[src/bse_pkg.sv]
`timescale 1ns / 1ps
// Shared types and constants for the bubble sort engine.
// No dependencies; every other file but bse_mem refers to it by scoped names.
package bse_pkg;

  localparam int VALUE_W = 32;

  typedef enum logic [2:0] {
    ST_LOAD,
    ST_PASS_RD,
    ST_PASS_LD,
    ST_PASS_CMP,
    ST_PASS_END,
    ST_EMIT_RD,
    ST_EMIT_LD,
    ST_EMIT_WAIT
  } state_t;

  typedef enum logic [1:0] {
    WR_IN,
    WR_KEEP,
    WR_CUR
  } wr_src_t;

  typedef struct packed {
    logic    cur_load_mem;
    logic    cur_load_carry;
    logic    wr_en;
    wr_src_t wr_src;
    logic    out_load;
  } dp_ctrl_t;

endpackage

[src/bubble_sort_engine.sv]
`timescale 1ns / 1ps
// Bubble sort engine: loads one element per cycle while in_stall is low, sorts in place,
// emits in order. Sort: one memory read and one shared compare-and-swap per cycle.
// Emit: each result takes a memory read, an output load and a handoff held by out_stall.
// Synchronous active-low reset clears sequencer, count, drop flag, output valid and
// direction; the element store and the overflow output are not cleared.
// Depends on bse_pkg, bse_ctrl, bse_cmp, bse_mem.
module bubble_sort_engine #(
  parameter int MAX_ITEMS     = 64,
  parameter int ELEMENT_WIDTH = 32
) (
  input  logic                        clk,
  input  logic                        rst_n,
  input  logic                        in_valid,
  output logic                        in_stall,
  input  logic [bse_pkg::VALUE_W-1:0] in_value,
  input  logic                        in_last,
  output logic                        out_valid,
  input  logic                        out_stall,
  output logic [bse_pkg::VALUE_W-1:0] out_sorted_value,
  output logic                        out_final_res,
  output logic                        out_overflow,
  input  logic                        cfg_valid,
  output logic                        cfg_ready,
  input  logic                        cfg_descending
);

  localparam int AW = $clog2(MAX_ITEMS);
  localparam int CW = $clog2(MAX_ITEMS + 1);

  bse_pkg::dp_ctrl_t dp;
  logic                     desc;
  logic [AW-1:0]            wr_addr;
  logic [AW-1:0]            rd_addr;
  logic [ELEMENT_WIDTH-1:0] wr_data;
  logic [ELEMENT_WIDTH-1:0] rd_data;
  logic [ELEMENT_WIDTH-1:0] in_elem;
  logic [ELEMENT_WIDTH+bse_pkg::VALUE_W-1:0] in_wide;
  logic [ELEMENT_WIDTH+bse_pkg::VALUE_W-1:0] out_wide;
  logic [ELEMENT_WIDTH-1:0] val_r;
  logic [ELEMENT_WIDTH-1:0] val_nxt;

  assign in_wide = {{ELEMENT_WIDTH{1'b0}}, in_value};
  assign in_elem = in_wide[ELEMENT_WIDTH-1:0];

  bse_ctrl #(
    .MAX_ITEMS(MAX_ITEMS),
    .AW       (AW),
    .CW       (CW)
  ) u_ctrl (
    .clk           (clk),
    .rst_n         (rst_n),
    .in_valid      (in_valid),
    .in_last       (in_last),
    .in_stall      (in_stall),
    .out_stall     (out_stall),
    .out_valid     (out_valid),
    .out_final_res (out_final_res),
    .out_overflow  (out_overflow),
    .cfg_valid     (cfg_valid),
    .cfg_descending(cfg_descending),
    .cfg_ready     (cfg_ready),
    .desc          (desc),
    .dp            (dp),
    .wr_addr       (wr_addr),
    .rd_addr       (rd_addr)
  );

  bse_cmp #(
    .WIDTH(ELEMENT_WIDTH)
  ) u_cmp (
    .clk    (clk),
    .dp     (dp),
    .desc   (desc),
    .rd_data(rd_data),
    .in_elem(in_elem),
    .wr_data(wr_data)
  );

  bse_mem #(
    .DEPTH(MAX_ITEMS),
    .WIDTH(ELEMENT_WIDTH),
    .AW   (AW)
  ) u_mem (
    .clk    (clk),
    .wr_en  (dp.wr_en),
    .wr_addr(wr_addr),
    .wr_data(wr_data),
    .rd_addr(rd_addr),
    .rd_data(rd_data)
  );

  assign val_nxt = dp.out_load ? rd_data : val_r;

  always_ff @(posedge clk) begin
    val_r <= val_nxt;
  end

  assign out_wide         = {{bse_pkg::VALUE_W{1'b0}}, val_r};
  assign out_sorted_value = out_wide[bse_pkg::VALUE_W-1:0];

  a_no_load_while_emit: assert property (@(posedge clk) disable iff (!rst_n)
    !in_stall |-> !out_valid)
    else $error("input accepted while a result is pending");

  a_last_closes_input: assert property (@(posedge clk) disable iff (!rst_n)
    (in_valid && !in_stall && in_last) |=> in_stall)
    else $error("input still open after the last request");

  a_final_reopens: assert property (@(posedge clk) disable iff (!rst_n)
    (out_valid && !out_stall && out_final_res) |=> (!out_valid && !in_stall))
    else $error("block not idle after the final result");

endmodule

[src/bse_mem.sv]
`timescale 1ns / 1ps
// Element store: one write port and one read port with registered read data.
// Uses no package items.
module bse_mem #(
  parameter int DEPTH = 64,
  parameter int WIDTH = 32,
  parameter int AW    = 6
) (
  input  logic             clk,
  input  logic             wr_en,
  input  logic [AW-1:0]    wr_addr,
  input  logic [WIDTH-1:0] wr_data,
  input  logic [AW-1:0]    rd_addr,
  output logic [WIDTH-1:0] rd_data
);

  logic [WIDTH-1:0] mem [DEPTH];
  logic [WIDTH-1:0] rd_data_r;

  always_ff @(posedge clk) begin
    if (wr_en) begin
      mem[wr_addr] <= wr_data;
    end
  end

  always_ff @(posedge clk) begin
    rd_data_r <= mem[rd_addr];
  end

  assign rd_data = rd_data_r;

endmodule

[src/bse_cmp.sv]
`timescale 1ns / 1ps
// Shared compare-and-swap unit with the carried element register of a pass.
// Depends on bse_pkg for the datapath control struct.
module bse_cmp #(
  parameter int WIDTH = 32
) (
  input  logic              clk,
  input  bse_pkg::dp_ctrl_t dp,
  input  logic              desc,
  input  logic [WIDTH-1:0]  rd_data,
  input  logic [WIDTH-1:0]  in_elem,
  output logic [WIDTH-1:0]  wr_data
);

  logic [WIDTH-1:0] cur_r;
  logic [WIDTH-1:0] cur_nxt;
  logic             swap;
  logic [WIDTH-1:0] keep;
  logic [WIDTH-1:0] carry;

  assign swap  = desc ? (cur_r < rd_data) : (cur_r > rd_data);
  assign keep  = swap ? rd_data : cur_r;
  assign carry = swap ? cur_r : rd_data;

  always_comb begin
    cur_nxt = cur_r;
    if (dp.cur_load_mem) begin
      cur_nxt = rd_data;
    end else if (dp.cur_load_carry) begin
      cur_nxt = carry;
    end
  end

  always_ff @(posedge clk) begin
    cur_r <= cur_nxt;
  end

  always_comb begin
    unique case (dp.wr_src)
      bse_pkg::WR_IN:   wr_data = in_elem;
      bse_pkg::WR_KEEP: wr_data = keep;
      bse_pkg::WR_CUR:  wr_data = cur_r;
      default:          wr_data = in_elem;
    endcase
  end

endmodule

[src/bse_ctrl.sv]
`timescale 1ns / 1ps
// Sequencer: load, bubble passes, emit; counters, flags and handshakes.
// Depends on bse_pkg for the state enum and datapath control struct.
module bse_ctrl #(
  parameter int MAX_ITEMS = 64,
  parameter int AW        = 6,
  parameter int CW        = 7
) (
  input  logic              clk,
  input  logic              rst_n,
  input  logic              in_valid,
  input  logic              in_last,
  output logic              in_stall,
  input  logic              out_stall,
  output logic              out_valid,
  output logic              out_final_res,
  output logic              out_overflow,
  input  logic              cfg_valid,
  input  logic              cfg_descending,
  output logic              cfg_ready,
  output logic              desc,
  output bse_pkg::dp_ctrl_t dp,
  output logic [AW-1:0]     wr_addr,
  output logic [AW-1:0]     rd_addr
);

  bse_pkg::state_t state_r, state_nxt;
  logic [CW-1:0]   count_r, count_nxt;
  logic            drop_r, drop_nxt;
  logic [CW-1:0]   lim_r, lim_nxt;
  logic [AW-1:0]   j_r, j_nxt;
  logic [AW-1:0]   k_r, k_nxt;
  logic            desc_r, desc_nxt;
  logic            ovalid_r, ovalid_nxt;
  logic            final_r, final_nxt;
  logic            ovf_r, ovf_nxt;

  logic            in_fire;
  logic            out_fire;
  logic            full;
  logic [CW-1:0]   count_inc;
  logic [CW-1:0]   j2;
  logic [CW-1:0]   k1;
  logic            pass_more;
  logic            next_pass;

  assign in_fire   = in_valid && (state_r == bse_pkg::ST_LOAD);
  assign out_fire  = ovalid_r && !out_stall;
  assign full      = (count_r == CW'(MAX_ITEMS));
  assign count_inc = full ? count_r : count_r + CW'(1);
  assign j2        = CW'(j_r) + CW'(2);
  assign k1        = CW'(k_r) + CW'(1);
  assign pass_more = (j2 < lim_r);
  assign next_pass = ((lim_r - CW'(1)) >= CW'(2));

  always_comb begin
    state_nxt = state_r;
    unique case (state_r)
      bse_pkg::ST_LOAD: begin
        if (in_fire && in_last) begin
          state_nxt = (count_inc >= CW'(2)) ? bse_pkg::ST_PASS_RD : bse_pkg::ST_EMIT_RD;
        end
      end
      bse_pkg::ST_PASS_RD:  state_nxt = bse_pkg::ST_PASS_LD;
      bse_pkg::ST_PASS_LD:  state_nxt = bse_pkg::ST_PASS_CMP;
      bse_pkg::ST_PASS_CMP: state_nxt = pass_more ? bse_pkg::ST_PASS_CMP
                                                  : bse_pkg::ST_PASS_END;
      bse_pkg::ST_PASS_END: state_nxt = next_pass ? bse_pkg::ST_PASS_LD
                                                  : bse_pkg::ST_EMIT_RD;
      bse_pkg::ST_EMIT_RD:  state_nxt = bse_pkg::ST_EMIT_LD;
      bse_pkg::ST_EMIT_LD:  state_nxt = bse_pkg::ST_EMIT_WAIT;
      bse_pkg::ST_EMIT_WAIT: begin
        if (out_fire) begin
          state_nxt = final_r ? bse_pkg::ST_LOAD : bse_pkg::ST_EMIT_RD;
        end
      end
      default: state_nxt = bse_pkg::ST_LOAD;
    endcase
  end

  always_comb begin
    count_nxt         = count_r;
    drop_nxt          = drop_r;
    lim_nxt           = lim_r;
    j_nxt             = j_r;
    k_nxt             = k_r;
    desc_nxt          = desc_r;
    ovalid_nxt        = ovalid_r;
    final_nxt         = final_r;
    ovf_nxt           = ovf_r;
    dp.cur_load_mem   = 1'b0;
    dp.cur_load_carry = 1'b0;
    dp.wr_en          = 1'b0;
    dp.wr_src         = bse_pkg::WR_IN;
    dp.out_load       = 1'b0;
    wr_addr           = j_r;
    rd_addr           = '0;
    unique case (state_r)
      bse_pkg::ST_LOAD: begin
        wr_addr = count_r[AW-1:0];
        if (cfg_valid) begin
          desc_nxt = cfg_descending;
        end
        if (in_fire) begin
          dp.wr_en  = !full;
          count_nxt = count_inc;
          drop_nxt  = drop_r | full;
          if (in_last) begin
            lim_nxt = count_inc;
            j_nxt   = '0;
            k_nxt   = '0;
          end
        end
      end
      bse_pkg::ST_PASS_RD: begin
        rd_addr = '0;
      end
      bse_pkg::ST_PASS_LD: begin
        dp.cur_load_mem = 1'b1;
        rd_addr         = AW'(1);
        j_nxt           = '0;
      end
      bse_pkg::ST_PASS_CMP: begin
        dp.cur_load_carry = 1'b1;
        dp.wr_en          = 1'b1;
        dp.wr_src         = bse_pkg::WR_KEEP;
        rd_addr           = pass_more ? j2[AW-1:0] : '0;
        j_nxt             = j_r + AW'(1);
      end
      bse_pkg::ST_PASS_END: begin
        dp.wr_en  = 1'b1;
        dp.wr_src = bse_pkg::WR_CUR;
        rd_addr   = '0;
        lim_nxt   = lim_r - CW'(1);
        k_nxt     = '0;
      end
      bse_pkg::ST_EMIT_RD: begin
        rd_addr = k_r;
      end
      bse_pkg::ST_EMIT_LD: begin
        dp.out_load = 1'b1;
        ovalid_nxt  = 1'b1;
        final_nxt   = (k1 == count_r);
        ovf_nxt     = drop_r;
      end
      bse_pkg::ST_EMIT_WAIT: begin
        if (out_fire) begin
          ovalid_nxt = 1'b0;
          k_nxt      = k_r + AW'(1);
          if (final_r) begin
            count_nxt = '0;
            drop_nxt  = 1'b0;
          end
        end
      end
      default: begin
        rd_addr = '0;
      end
    endcase
  end

  always_ff @(posedge clk) begin
    if (!rst_n) begin
      state_r  <= bse_pkg::ST_LOAD;
      count_r  <= '0;
      drop_r   <= 1'b0;
      desc_r   <= 1'b0;
      ovalid_r <= 1'b0;
    end else begin
      state_r  <= state_nxt;
      count_r  <= count_nxt;
      drop_r   <= drop_nxt;
      desc_r   <= desc_nxt;
      ovalid_r <= ovalid_nxt;
    end
  end

  always_ff @(posedge clk) begin
    lim_r   <= lim_nxt;
    j_r     <= j_nxt;
    k_r     <= k_nxt;
    final_r <= final_nxt;
    ovf_r   <= ovf_nxt;
  end

  assign in_stall      = (state_r != bse_pkg::ST_LOAD);
  assign cfg_ready     = (state_r == bse_pkg::ST_LOAD);
  assign desc          = desc_r;
  assign out_valid     = ovalid_r;
  assign out_final_res = final_r;
  assign out_overflow  = ovf_r;

endmodule
[config.mk]
export PLATFORM = sky130hd
export DESIGN_NAME = bubble_sort_engine
export DESIGN_NICKNAME = d
export VERILOG_FILES = /design/src/bse_pkg.sv /design/src/bubble_sort_engine.sv /design/src/bse_mem.sv /design/src/bse_cmp.sv /design/src/bse_ctrl.sv
export SDC_FILE = /design/constraint.sdc
export NUM_CORES = 2
export LEC_CHECK = 0
export BUFFER_PORTS_ARGS = -buffer_cell sky130_fd_sc_hd__buf_4
export CORE_MARGIN = 2
export CORE_UTILIZATION = 57
export DETAILED_ROUTE_END_ITERATION = 10
export PLACE_DENSITY = 0.83
export SYNTH_ARGS = -nofsm -noshare
export SYNTH_HDL_FRONTEND = slang
export SYNTH_SLANG_ARGS = --single-unit
export TNS_END_PERCENT = 1
[constraint.sdc]
create_clock -name clk -period 5.6 [get_ports clk]
set_input_delay 0.84 -clock clk [delete_from_list [all_inputs] [get_ports clk]]
set_output_delay 0.84 -clock clk [all_outputs]
set_load 0.005 [all_outputs]
==> metrics.md <==
| Metric | Value |
|---|---|
| Via count | 58.5k |
| CTS tree | built |
| Routed length per instance | 28.5 µm |
| Initial core utilization | 0.572 |
| Total global routing overflow | 0 |
| Post-synthesis register bit count | approximately 2.2k |
| Min-Delay Path Class | in2reg |
| Reg2reg end | u_mem.rd_data[4]$_DFF_P_ |
| Failing checks | DRC |
| EDFF count, synth | between 2k and 2.5k |
| Pwr dens | between 500 and 600 nW/µm² |
| Area of the mapped netlist | roughly 87000 µm² |
| Clock Tree Root | clkbuf_16 |
| Die boundary height | between 300 and 400 µm |
| # rows | roughly 140 |
| Maximum fanout along the worst path | 32 |
| Full die area | roughly 160000 µm² |
| Setup TNS | 0 ns |
| Post-route ant nets | 0 |
| Avg Vias per Cell | 6.69 |
| Tmin final | roughly 5.5 ns |
| Actual slew at the worst max-slew pin | around 1.3 ns |
| Maximum vdd drop | ~0.43 mV |
| Post-synth cell types | slightly below 80 |
| Seq/Total Area, Yosys | 0.750 |
| Largest family of logic cells by synthesized area | simple AND/OR/NAND/NOR gates |
| Hold depth | 2 |
| Clock Latency Late Sink | ~0.87 ns |
| PortBufs | 75 |
| Crit path DAT | 6.28 ns |
| Status | finished, violations left |
| Number of antenna violations at the first check in global routing | 20 |
| Achievable frequency | 0.182 GHz |
| Endpoints failing setup | 0 |
| Worst r2r src | u_ctrl.j_r[1]$_SDFFCE_PN0P_ |
| Vias in the first global route | 56.9k |
| Post-synthesis mux area share | 0.0287 |
| IO Pins | 76 |
| XOR/XNOR Fraction of Synth Area | 0.00283 |
| HPWL after DPL | 145000 µm |
| Die Wd | slightly below 400 µm |
| H-tree depth | 4 |
| Worst hold endpoint | u_ctrl.out_valid$_SDFFE_PN0P_ |
| Worst Clk Skew | approximately 0.063 ns |
| Post-CTS Hold Buffers | 0 |
| CP startpoint kind | flop |
| CTS clk-pin slew, worst paths | ~0.06 ns |
| DR iter-0 viols | about 10k |
| Most frequent cells in the layout | 2133 x edfxtp_1, 1664 x nand2_1, 766 x nand3_1, 296 x buf_4, 246 x mux2i_1 |
| Max transition margin | 0.130 |
| Worst Path Required | about 6.4 ns |
| GP Congestion | slightly above 0.9 |
| CTS max path bufs | 3 |
| Syn_area_per_cell | between 10 and 15 µm² |
| FF-to-FF path depth | 16 |
| Slew Limit Fails | 0 |
| Max Cap Violations | 0 |
| Global Route Usage Sum | 0.315 |
| Fin crit share | 0.981 |
| Leak | between 30 and 40 nW |
| Final hold vios | 0 |
| FF/Latch Area | 65000 µm² |
| Area growth from synthesis to layout | 13.1% |
| Kind of critical path | reg2reg |
| Syn. warnings | 0 |
| R2R setup slack | about 0.11 ns |
| Total Wirelength | around 250000 µm |
| Ys flop type | edfxtp_1 |
| Final nets | around 6.6k |
| Synth Area in Compound Gates | 0.0522 |
| Layout cells sized above 1 | 0.113 |
| Clk sinks | roughly 2.2k |
| Core ar. | about 150000 µm² |
| Number of fillers in the final layout | 9850 |
| Mapped Cells | 6393 |
| Post-detailed-route DRC marker count | 2 |
| Final Util | 0.647 |
| 1st-pass router iterations | 11 |
| First-pass GRT wire length | approximately 360000 µm |
| Post-Synth Adder-Cell Area | 0.00665 |
| Cts bufs inserted | 200 |
| Simple-Gate Fraction of Synth Area | 0.137 |
| CP endpoint kind | flop |
| Post-Syn Nets | around 6.5k |
| Largest net degree at the start of global routing | around 110 |
| Hold path startpoint | rst_n |
| Most common cell after layout, fill and taps aside | edfxtp_1 |
| Setup repair after global routing missed its margin | no |
| Footprint of the multi-input gates | 20700 µm² |
| Ys async rst share | 0 |
==> worst max-delay path: stages (launching register included) <==
cell	delay (ns)
edfxtp_1	0.52
ha_1	0.29
nand3_1	0.11
xnor2_1	0.41
ha_1	0.33
o21a_1	0.19
a21oi_1	0.24
o21ai_2	0.24
o31ai_4	0.32
buf_4	0.40
buf_4	0.40
buf_4	0.45
nand2_1	0.12
nand3_1	0.10
a21oi_1	0.11
o21ai_0	0.82
and4_1	0.31
==> worst max path at each step <==
stage | start | to | slack [ns] | cells past startpoint
after floorplan | u_cmp.cur_r[31]$_DFFE_PP_ | u_mem.mem[0][8]$_DFFE_PP_ | -0.20 | 11
after global placement | u_ctrl.j_r[1]$_SDFFCE_PN0P_ | u_mem.rd_data[24]$_DFF_P_ | 0.38 | 13
after detailed placement | u_ctrl.j_r[1]$_SDFFCE_PN0P_ | u_mem.rd_data[4]$_DFF_P_ | 0.33 | 16
after CTS | u_ctrl.j_r[1]$_SDFFCE_PN0P_ | u_mem.rd_data[24]$_DFF_P_ | 0.23 | 13
after global routing | u_ctrl.j_r[1]$_SDFFCE_PN0P_ | u_mem.rd_data[28]$_DFF_P_ | 0.04 | 14
final | u_ctrl.j_r[1]$_SDFFCE_PN0P_ | u_mem.rd_data[4]$_DFF_P_ | 0.11 | 16
==> logic make-up after synthesis <==
group | Yosys count
xor gates and xnor gates | 28
AOI/OAI and AO/OA | 704
buffers and inverters | 437
muxes | 248
and+or+nand+nor | 2752
adders and majority gates | 46
DFF | 2178
==> state kept, by name (all words and copies together) (netlist names) <==
register,cells
out_sorted_value,32
u_cmp.cur_r,32
u_ctrl.count_r,7
u_ctrl.desc,1
u_ctrl.drop_r,1
u_ctrl.j_r,6
u_ctrl.k_r,6
u_ctrl.lim_r,7
u_ctrl.out_final_res,1
u_ctrl.out_overflow,1
u_ctrl.out_valid,1
u_ctrl.state_r,3
u_mem.mem,2048
u_mem.rd_data,32
==> power by group <==
| part | leakage [nW] | internal, mW | switching, mW |
|---|---|---|---|
| combinational | 9.89 | 3.99 | 11.3 |
| sequential | 19.6 | 21.0 | 0.869 |
| clock | 3.23 | 7.82 | 6.02 |
==> layer usage <==
metal  track usage  vias to the layer above  share of wire
li1              -                    24001              -
met1         0.395                    28236           0.32
met2         0.481                     5175           0.45
met3        0.0898                     1055           0.15
met4         0.212                       12          0.076
met5             0                        -        0.00034
==> stage by stage <==
step | instance area [µm²] | instances | hold slack [ns] | power (mW) | worst slack [ns]
global route | 97900 | 8735 | 0.272 | 52.4 | 0.0438
finish | 97900 | 8745 | 0.270 | 51.0 | 0.108
detailed placement | 91200 | 8364 | 0.423 | 36.7 | 0.327
global placement | 91200 | 8364 | 0.430 | 36.2 | 0.376
floorplan | 86600 | 6393 | 0.409 | 30.7 | -0.201
CTS | 97900 | 8735 | 0.236 | 50.5 | 0.232
==> synth_stat cells, types with 7 or more instances <==
cell      count  area share
a221oi_1      9     0.00091
o21ai_0     146      0.0084
clkbuf_1    168      0.0073
nor3_1       14     0.00081
mux2i_1     246       0.028
xor2_1       11      0.0011
a32oi_1      26      0.0026
buf_4        22      0.0019
ha_1         46      0.0066
and4_1       21      0.0021
nor4_1       15      0.0011
nand4_1      90      0.0065
xnor2_1      17      0.0017
edfxtp_1   2133        0.74
dfxtp_1      45       0.010
nor2_1      125      0.0054
nand3_1     766       0.044
inv_1        48      0.0021
a311oi_1     30      0.0030
buf_2       165      0.0095
a22oi_1      54      0.0047
or4_1        10     0.00087
a21oi_1     202       0.012
nand2_1    1665       0.072
a21o_1        9     0.00078
buf_1        31      0.0013
a31oi_1      89      0.0064
o221ai_1     41      0.0041
nand2b_1      7     0.00051
o22ai_1      41      0.0030
==> layout make-up <==
| type | instances | share of cell area |
|---|---|---|
| multi-input combinational | 3778 | 0.211 |
| clock inverter | 111 | 0.0134 |
| clock buffer | 260 | 0.0545 |
| antenna | 10 | 0.000256 |
| inverter | 48 | 0.00184 |
| timing repair buffer | 330 | 0.0296 |
| sequential | 2178 | 0.663 |
| tap | 2030 | 0.0259 |
==> what timing repair did <==
action                                  CTS  global route
gates resized for setup                   0             3
endpoints found under the setup margin    0             3
setup buffers                             0             0
No activity file was read; power rests on OpenSTA's default activity.
